`src/hdl/rsmp_pkg.sv`:
```
package rsmp_pkg;

	localparam int unsigned CoordW = 32;
	localparam int unsigned DistW  = 32;
	localparam int unsigned IndexW = 10;
	localparam int unsigned CountW = 11;
	localparam int unsigned SpanW  = DistW + 1;
	localparam int unsigned ProdW  = CoordW + DistW;
	localparam int unsigned StepW  = 7;
	localparam int unsigned MulSteps = DistW;
	localparam int unsigned DivSteps = ProdW;

	localparam logic CMD_LOAD  = 1'b0;
	localparam logic CMD_QUERY = 1'b1;

	typedef enum logic [2:0] {
		ST_IDLE,
		ST_SCAN,
		ST_RD_A,
		ST_RD_B,
		ST_RD_C,
		ST_CALC,
		ST_LERP,
		ST_OUT
	} rsmp_state_t;

	typedef struct packed {
		logic [DistW-1:0] w0;
		logic [SpanW-1:0] span;
	} lerp_req_t;

endpackage

```
`src/hdl/rsmp_lerp.sv`:
```
module rsmp_lerp (
	input  logic clk,
	input  logic arst_n,
	input  logic start,
	input  rsmp_pkg::lerp_req_t req,
	input  logic [rsmp_pkg::CoordW-1:0] c0,
	input  logic [rsmp_pkg::CoordW-1:0] c1,
	output logic done,
	output logic [rsmp_pkg::CoordW-1:0] res
);
	import rsmp_pkg::*;

	logic busy_q;
	logic [StepW-1:0] step_q;
	logic neg_q;
	logic [CoordW-1:0] base_q;
	logic [ProdW-1:0] acc_q;
	logic [ProdW-1:0] mcand_q;
	logic [DistW-1:0] mplier_q;
	logic [SpanW-1:0] span_q;
	logic [SpanW-1:0] rem_q;
	logic [CoordW:0] diff;
	logic [CoordW-1:0] mag;
	logic [SpanW:0] rem_sh;
	logic [SpanW:0] rem_sub;
	logic qbit;

	assign diff = {c1[CoordW-1], c1} - {c0[CoordW-1], c0};
	assign mag = diff[CoordW] ? CoordW'(-diff) : diff[CoordW-1:0];

	// Restoring division step: the dividend shifts out of acc_q while the
	// quotient bits shift in behind it.
	assign rem_sh = {rem_q, acc_q[ProdW-1]};
	assign rem_sub = rem_sh - {1'b0, span_q};
	assign qbit = !rem_sub[SpanW];

	always_ff @(posedge clk or negedge arst_n) begin
		if (!arst_n) begin
			busy_q <= 1'b0;
			step_q <= '0;
			done <= 1'b0;
		end else begin
			done <= 1'b0;
			if (start) begin
				busy_q <= 1'b1;
				step_q <= '0;
			end else if (busy_q) begin
				if (step_q == StepW'(MulSteps + DivSteps - 1)) begin
					busy_q <= 1'b0;
					done <= 1'b1;
				end
				step_q <= step_q + 1'b1;
			end
		end
	end

	always_ff @(posedge clk) begin
		if (start) begin
			neg_q <= diff[CoordW];
			base_q <= c0;
			acc_q <= '0;
			mcand_q <= ProdW'(mag);
			mplier_q <= req.w0;
			span_q <= req.span;
			rem_q <= '0;
		end else if (busy_q) begin
			if (step_q < StepW'(MulSteps)) begin
				if (mplier_q[0]) begin
					acc_q <= acc_q + mcand_q;
				end
				mcand_q <= {mcand_q[ProdW-2:0], 1'b0};
				mplier_q <= {1'b0, mplier_q[DistW-1:1]};
			end else begin
				rem_q <= qbit ? rem_sub[SpanW-1:0] : rem_sh[SpanW-1:0];
				acc_q <= {acc_q[ProdW-2:0], qbit};
			end
		end
	end

	assign res = neg_q ? base_q - acc_q[CoordW-1:0] : base_q + acc_q[CoordW-1:0];

endmodule

```
`config.mk`:
```
export PLATFORM = sky130hd
export DESIGN_NAME = rsmp_lerp
export DESIGN_NICKNAME = d
export VERILOG_FILES = /design/src/hdl/rsmp_pkg.sv /design/src/hdl/rsmp_lerp.sv
export SDC_FILE = /design/constraint.sdc
export NUM_CORES = 1
export LEC_CHECK = 0
export ABC_AREA = 1
export BUFFER_PORTS_ARGS = -buffer_cell sky130_fd_sc_hd__buf_2
export CELL_PAD_IN_SITES_DETAIL_PLACEMENT = 0
export CELL_PAD_IN_SITES_GLOBAL_PLACEMENT = 2
export CORE_UTILIZATION = 37
export DETAILED_ROUTE_END_ITERATION = 8
export GPL_TIMING_DRIVEN = 0
export HOLD_SLACK_MARGIN = 0.05
export PLACE_DENSITY = 0.95
export SLEW_MARGIN = 15
export SYNTH_ARGS = -nofsm -noshare
export SYNTH_HDL_FRONTEND = slang
export SYNTH_SLANG_ARGS = --single-unit
```
`constraint.sdc`:
```
create_clock -name clk -period 8.8 [get_ports clk]
set_input_delay 0.88 -clock clk [delete_from_list [all_inputs] [get_ports clk]]
set_output_delay 0.88 -clock clk [all_outputs]
set_load 0.005 [all_outputs]
```
==> impl_metrics.json, run 1 <==
{
  "status": "complete, no violations",
  "r2r_end": "mcand_q[1]",
  "hold_viol_final": 0,
  "report.final.slew_viol_count": 0,
  "synth_top_area_cell": "edfxtp_1",
  "grt_max_degree": 58,
  "p_comb_share_pct": 41.5,
  "syn_area_um2": 23100,
  "startpoint": "acc_q[0]",
  "power_frac_seq_pct": 29.7,
  "antenna_found_initial": 5,
  "r2r_cells": 7,
  "worstHoldPathType": "primary input to asynchronous set/reset pin",
  "wirelength_um": 79800,
  "r2r-start": "step_q[5]",
  "netSwitchingPower_w": 0.00216,
  "initial_core_util_pct": 37.4,
  "power.internal_w": 0.00321,
  "ff2ff_setup_slack_ns": 5.11,
  "netlist_instances": 3527,
  "cts_root_buf": "clkbuf_16",
  "gp_congestion": 0.997,
  "synth_async_sr_flop_share_pct": 3.36,
  "ir_drop_uv": 115,
  "report.power.total_w": 0.00537,
  "yosysMostFrequentCell": "nand2_1",
  "max_freq_mhz": 178,
  "coreArea_um2": 61600,
  "die_w_um": 252,
  "crit_chain": "inv_1 > ha_1 > nand3_1 > nor3_1 > nand3_1 > nor3_2 > nand2_1 > nand2_1 > o21a_1 > o21ai_1 > a21oi_1 > xor2_1 > ha_1 > a21oi_1 > o21ai_0 > a211oi_1 > o21ai_0 > a21oi_1 > xor2_1 > buf_2",
  "max-slew-margin-rel_pct": 28.0,
  "cts-resized-gates": 0,
  "ys_seq_area_share_pct": 29.1,
  "synth.top_cell.area_share_pct": 16.9,
  "ys_seq_elements": 268,
  "slowest_delay_ns": 0.44,
  "cts_sinks": 268,
  "clkTransAtPathRegs_ns": 0.06,
  "yosys_warnings": 0,
  "track_usage_pct": 25.0,
  "syn2layout_area_growth_pct": 13.9,
  "cts_buffers": 36,
  "post_cts.repair.setup_buffers": 0,
  "arrival_ns": 4.74,
  "power_per_cell_area_nw_per_um2": 205,
  "io_buffer_count": 164,
  "synth_edf_count": 130,
  "clock_path_buffers": 3,
  "htree_levels": 2,
  "cpMostUsedCell": "a21oi_1",
  "clkPwrFrac_pct": 28.8,
  "hpwl_um": 65900,
  "synthTopCellsByCount": "nand2_1 (928), inv_1 (507), nor2_1 (444)",
  "cp-end-kind": "output pin",
  "tns_ns": 0,
  "rows": 91,
  "slowest_stage": "dfxtp_1",
  "multi_input_area_um2": 14000,
  "syn_nets": 3825,
  "drt_first_pass_iters": 5,
  "vias": 23000,
  "rsz0062_at_grt": "false",
  "crit_family": "compound AO/OA/AOI/OAI gates",
  "die_area_um2": 63300,
  "ant_nets": 0,
  "cts_tree": "built",
  "grt_pass1_wl_um": 123000,
  "grt.overflow.total": 0,
  "path_class": "register to output pin",
  "drive_gt1_share_pct": 8.59,
  "synth_flop_cell": "edfxtp_1",
  "drv_cap": 0,
  "synth_cell_types": 57,
  "nFillCells": 6718,
  "finalSetupViolCount": 0,
  "ios": 165,
  "period_share_pct": 63.9,
  "drt_iter0_drc": 1385,
  "leakage_nw": 12.6,
  "p_sw_share_pct": 40.2,
  "synth_area_leaders": "edfxtp_1 (17%), nand2_1 (15%), dfxtp_1 (11%)",
  "layout.nets": 4029,
  "avgSynthCellArea_um2": 6.54,
  "hold_buffers": 0,
  "regArea_um2": 6710,
  "wl_per_cell_um": 17.4,
  "drc_errors": 0,
  "period_needed_ns": 5.62,
  "fp.dieH_um": 252,
  "viasPerCell": 5.01,
  "worstPathRequired_ns": 7.92,
  "insertion_delay_ns": 0.57,
  "crit_buf_inv": 2,
  "critPathMaxFanout": 5,
  "cp-start-kind": "register",
  "finalClockSkew_ns": 0.0385,
  "tightest_slew_ns": 1.08,
  "grt_pass1_vias": 22200
}
==> placed cells by master (no fill, tap or decap), types with 47 or more instances in the layout <==
cell type	Yosys	layout
nand2_1	928	927
inv_1	507	507
nor2_1	444	444
a21oi_1	316	316
o21ai_0	199	199
buf_2	8	171
nand3_1	166	166
ha_1	162	162
edfxtp_1	130	130
dfxtp_1	129	129
xor2_1	93	93
clkbuf_1	59	63
o211ai_1	47	47
==> sequential cells by signal, indices dropped and copies added (netlist names), 7 cells and up <==
register and cells:
mcand_q 64, mplier_q 32, span_q 33, step_q 7, rem_q 33, base_q 32, acc_q 64
==> through the flow <==
step	worst slack, ns	utilization, %	instances	hold WS [ns]	instance area (um2)
floorplan	4.79	-	3527	0.457	23100
global placement	2.95	40.5	4528	0.473	24900
detailed placement	3.78	40.6	4530	0.476	25000
CTS	3.15	42.6	4595	0.162	26300
global route	2.67	42.6	4595	0.171	26300
finish	3.18	42.6	4596	0.180	26300
==> logic make-up (layout without fill, tap and decap cells) <==
group                    count (synthesis)  count (layout)  synth area share (%)
AND/OR/NAND/NOR                       1673            1673                  30.0
AO/OA/AOI/OAI                          686             686                  16.5
buffers and inverters                  602             833                  10.2
flip-flops                             268             268                  29.1
adder cells (fa/ha/maj)                166             166                  9.14
XOR/XNOR                               132             132                  5.08
other                                    0               1                     0
==> worst max-delay path by stage <==
stage | slack [ns] | depth (start not counted) | to
2_1_floorplan | 4.79 | 19 | res[31]
3_3_place_gp | 2.95 | 6 | mcand_q[1]
3_5_place_dp | 3.78 | 20 | res[31]
4_1_cts | 3.15 | 20 | res[31]
5_1_grt | 2.67 | 20 | res[31]
6_report | 3.18 | 20 | res[31]
==> layer usage <==
layer  GRT usage (%)  routed length, um  part of all wire [%]
met3            3.53               4690                   5.9
met2            41.5              36200                    45
met4            8.66               2690                   3.4
met1            32.9              36300                    45
met5               0                  0                     0
==> area by class of cell <==
type	count	area share, %
buffer	81	1.50
multi-input combinational	2657	53.3
antenna	1	0.00953
timing repair buffer	166	3.32
clock inverter	14	0.558
sequential	268	25.6
tap	837	3.99
inverter	521	7.45
clock buffer	51	4.28
==> power by group through the flow <==
| stage | Combinational (W) | Clock [W] | Sequential, W |
|---|---|---|---|
| 6_report | 0.00223 | 0.00155 | 0.00159 |
| 5_1_grt | 0.00250 | 0.00163 | 0.00160 |
| 4_1_cts | 0.00223 | 0.00159 | 0.00159 |
| 3_5_place_dp | 0.00222 | 0 | 0.00161 |
| 3_3_place_gp | 0.00222 | 0 | 0.00161 |
| 2_1_floorplan | 0.00152 | 0 | 0.00153 |
Power figures use the tool's default switching activity.
==> run 2, diff against run 1 <==
Settings changed: ABC_AREA 1 to 0, CORE_UTILIZATION 37 to 34, PLACE_DENSITY 0.95 to 0.89.
Clock period 8.8 ns to 4.8 ns, I/O delays scaled along.
==> run 2 against run 1 <==
- the flow now finishes with violations (setup timing)
- combinational power up 130%
- non-clock buffer count grew 67
- worst hold slack got worse by 0.088 ns
- cell count down 23%
- wire length shrank 16%
- clock skew is 0.00072 ns lower
- sequential share of layout area increased by 2.0 points
- synthesized cell count shrank 29%
- clock power is 74% higher
- critical path type unchanged
==> impl_metrics.json, run 2 <==
{
  "status": "finished, violations left",
  "violations": "setup timing",
  "slowest_stage": "a2111oi_4",
  "gp_congestion": 0.907,
  "drv_cap": 0,
  "cp-start-kind": "register",
  "finalSetupViolCount": 5,
  "grt.overflow.total": 0,
  "viasPerCell": 5.51,
  "nFillCells": 6051,
  "ys_seq_elements": 268,
  "syn2layout_area_growth_pct": 17.8,
  "rsz0062_at_grt": "true",
  "rows": 90,
  "tightest_slew_ns": 1.14,
  "report.power.total_w": 0.0109,
  "layout_setup_ws_ns": -0.374,
  "synthSimpleGateAreaFrac_pct": 17.2,
  "leakage_nw": 10.1,
  "max-slew-margin-rel_pct": 23.7,
  "ant_nets": 0,
  "die_area_um2": 61900,
  "avgSynthCellArea_um2": 8.32,
  "drt_first_pass_iters": 5,
  "period_share_pct": 108,
  "grt_pass1_wl_um": 105000,
  "cp-end-kind": "output pin",
  "synth-adder-area-share_pct": 10.2,
  "grt_pass1_vias": 19500,
  "period_needed_ns": 5.17,
  "finalNonFillerCells": 3531,
  "synth_cell_types": 93,
  "ys_seq_area_share_pct": 32.4,
  "layout.nets": 3020,
  "syn_area_um2": 20700,
  "vias": 19500,
  "met2_usage_pct": 36.7,
  "gr-usage-met1_pct": 26.4,
  "synth_area_leaders": "edfxtp_1 (19%), dfxtp_1 (12%), ha_1 (9.8%)",
  "synthMuxAreaShare_pct": 2.31,
  "clkTransAtPathRegs_ns": 0.06,
  "path_class": "register to output pin",
  "r2r_end": "acc_q[61]",
  "regArea_um2": 6720,
  "min_from": "req[26]",
  "drive_gt1_share_pct": 14.9,
  "track_usage_pct": 21.1,
  "synth_edf_count": 130,
  "cts_sinks": 268,
  "drt_iter0_drc": 1293,
  "multi_input_area_um2": 13500,
  "holdPathEnd": "span_q[26]",
  "synth_top_area_cell": "edfxtp_1",
  "synth_flop_cell": "edfxtp_1",
  "cts_tree": "built",
  "holdPathStages": 1,
  "grt_max_degree": 56,
  "max_freq_mhz": 193,
  "ff2ff_setup_slack_ns": 0.28,
  "crit_buf_inv": 4,
  "cp.depth": 21,
  "netlist_instances": 2488,
  "clock_path_buffers": 3,
  "synth_top_family_by_area": "compound AO/OA/AOI/OAI gates",
  "place_inst": 3436,
  "slowest_delay_ns": 0.41,
  "cts_root_buf": "clkbuf_16",
  "hold_viol_final": 0,
  "htree_levels": 2,
  "r2r-start": "acc_q[1]",
  "ios": 165,
  "insertion_delay_ns": 0.57,
  "synth_xor_area_share_pct": 7.61,
  "diodes": 0,
  "yosys_warnings": 0,
  "cts_buffers": 36,
  "initial_core_util_pct": 34.4,
  "power_per_cell_area_nw_per_um2": 446,
  "coreArea_um2": 60200,
  "die_w_um": 249,
  "syn_nets": 2786,
  "ir_drop_uv": 319,
  "io_buffer_count": 164,
  "synth_async_sr_flop_share_pct": 3.36,
  "report.final.slew_viol_count": 0,
  "fp.dieH_um": 249,
  "startpoint": "acc_q[0]",
  "r2r_cells": 13,
  "hpwl_um": 50300,
  "finalClockSkew_ns": 0.0378,
  "busiest_layer": "met2",
  "synthTopCellsByCount": "a21oi_1 (296), nand2_1 (274), nor2_1 (207)",
  "wirelength_um": 66700,
  "yosysMostFrequentCell": "a21oi_1",
  "worstPathRequired_ns": 4.32,
  "synth.top_cell.area_share_pct": 18.9,
  "grtUsageMet3_pct": 2.59,
  "wl_per_cell_um": 18.9,
  "synth_compound_area_share_pct": 25.7,
  "critPathMaxFanout": 5,
  "top_regs": "acc_q (64), mcand_q (64)",
  "final_common_cell": "a21oi_1",
  "arrival_ns": 4.69,
  "crit_family": "compound AO/OA/AOI/OAI gates",
  "layout_common_cells": "a21oi_1 (283), nand2_1 (271), nor2_1 (204)",
  "drc_errors": 0,
  "antenna_found_initial": 0,
  "worstHoldPathType": "primary input to register",
  "crit_chain": "inv_2 > ha_4 > nand2_2 > nor4_4 > buf_4 > buf_4 > nand2_1 > nor2_2 > nor2_2 > xnor2_2 > ha_4 > a21o_1 > a21oi_2 > nand2_1 > a221o_1 > a221o_1 > a2111oi_4 > o31ai_2 > a21oi_1 > xnor2_1 > buf_2"
}
==> run 2: worst max-delay path by stage <==
| stage | to | slack, ns |
|---|---|---|
| after floorplan | res[31] | 0.34 |
| after global placement | mplier_q[0] | -1.65 |
| after detailed placement | res[31] | -1.07 |
| after CTS | res[31] | -0.39 |
| after global routing | res[31] | -0.58 |
| final | res[31] | -0.37 |
==> run 2: per-layer routing <==
layer / wire (um) / share of wire [%]
met1: 29600 / 44
met2: 32100 / 48
met3: 2730 / 4.1
met4: 2270 / 3.4
met5: 0 / 0
==> run 2: kinds of logic (layout without fill, tap and decap cells) <==
group,count (synthesis),after routing
buf+inv,233,494
xor+xnor,180,180
mux,43,43
flops,268,268
simple gates,760,760
fa+ha+maj,166,166
compound gates,838,838
==> run 2: worst register-to-register path, stage by stage, from the launching register on <==
cell       delay [ns]
dfxtp_4          0.36
buf_4            0.15
ha_1             0.30
a211oi_1         0.38
o21bai_1         0.15
and4_1           0.23
or3_1            0.43
a31oi_1          0.50
o31ai_1          0.39
a21oi_2          0.38
o2111ai_1        0.30
a31oi_1          0.25
mux2_2           0.35
o221a_2          0.24
==> run 2: area by class of cell <==
type                    instances  area share [%]
clock buffers                  48            4.04
multi-input cells            1987            55.2
repair buffers                196            4.57
well taps                     782            4.01
plain buffers                 118            2.13
clock inverters                17           0.657
flip-flops and latches        268            27.6
inverters                     115            1.78
==> run 2: timing repair <==
item	CTS	global route
resized for setup	76	18
endpoints found under the hold margin	9	0
buffers inserted	23	6
hold buffers	1	0
setup endpoints to repair	18	10
pin swaps	44	34
==> run 2: power by group <==
group	internal (W)	leakage, nW	switching (W)
sequential	0.00271	2.49	0.000320
combinational	0.00228	7.01	0.00287
clock	0.00156	0.563	0.00113
==> run 2: metrics by stage <==
stage	area [um2]	util, %	hold WS (ns)	worst slack [ns]	TNS, ns
after floorplan	20700	-	0.184	0.341	0
after global placement	22500	37.4	0.339	-1.65	-112.97
after detailed placement	22600	37.5	0.349	-1.07	-4.44
after CTS	24200	40.2	0.0600	-0.389	-1.14
after global routing	24400	40.5	0.0735	-0.575	-2.49
final	24400	40.5	0.0924	-0.374	-0.973
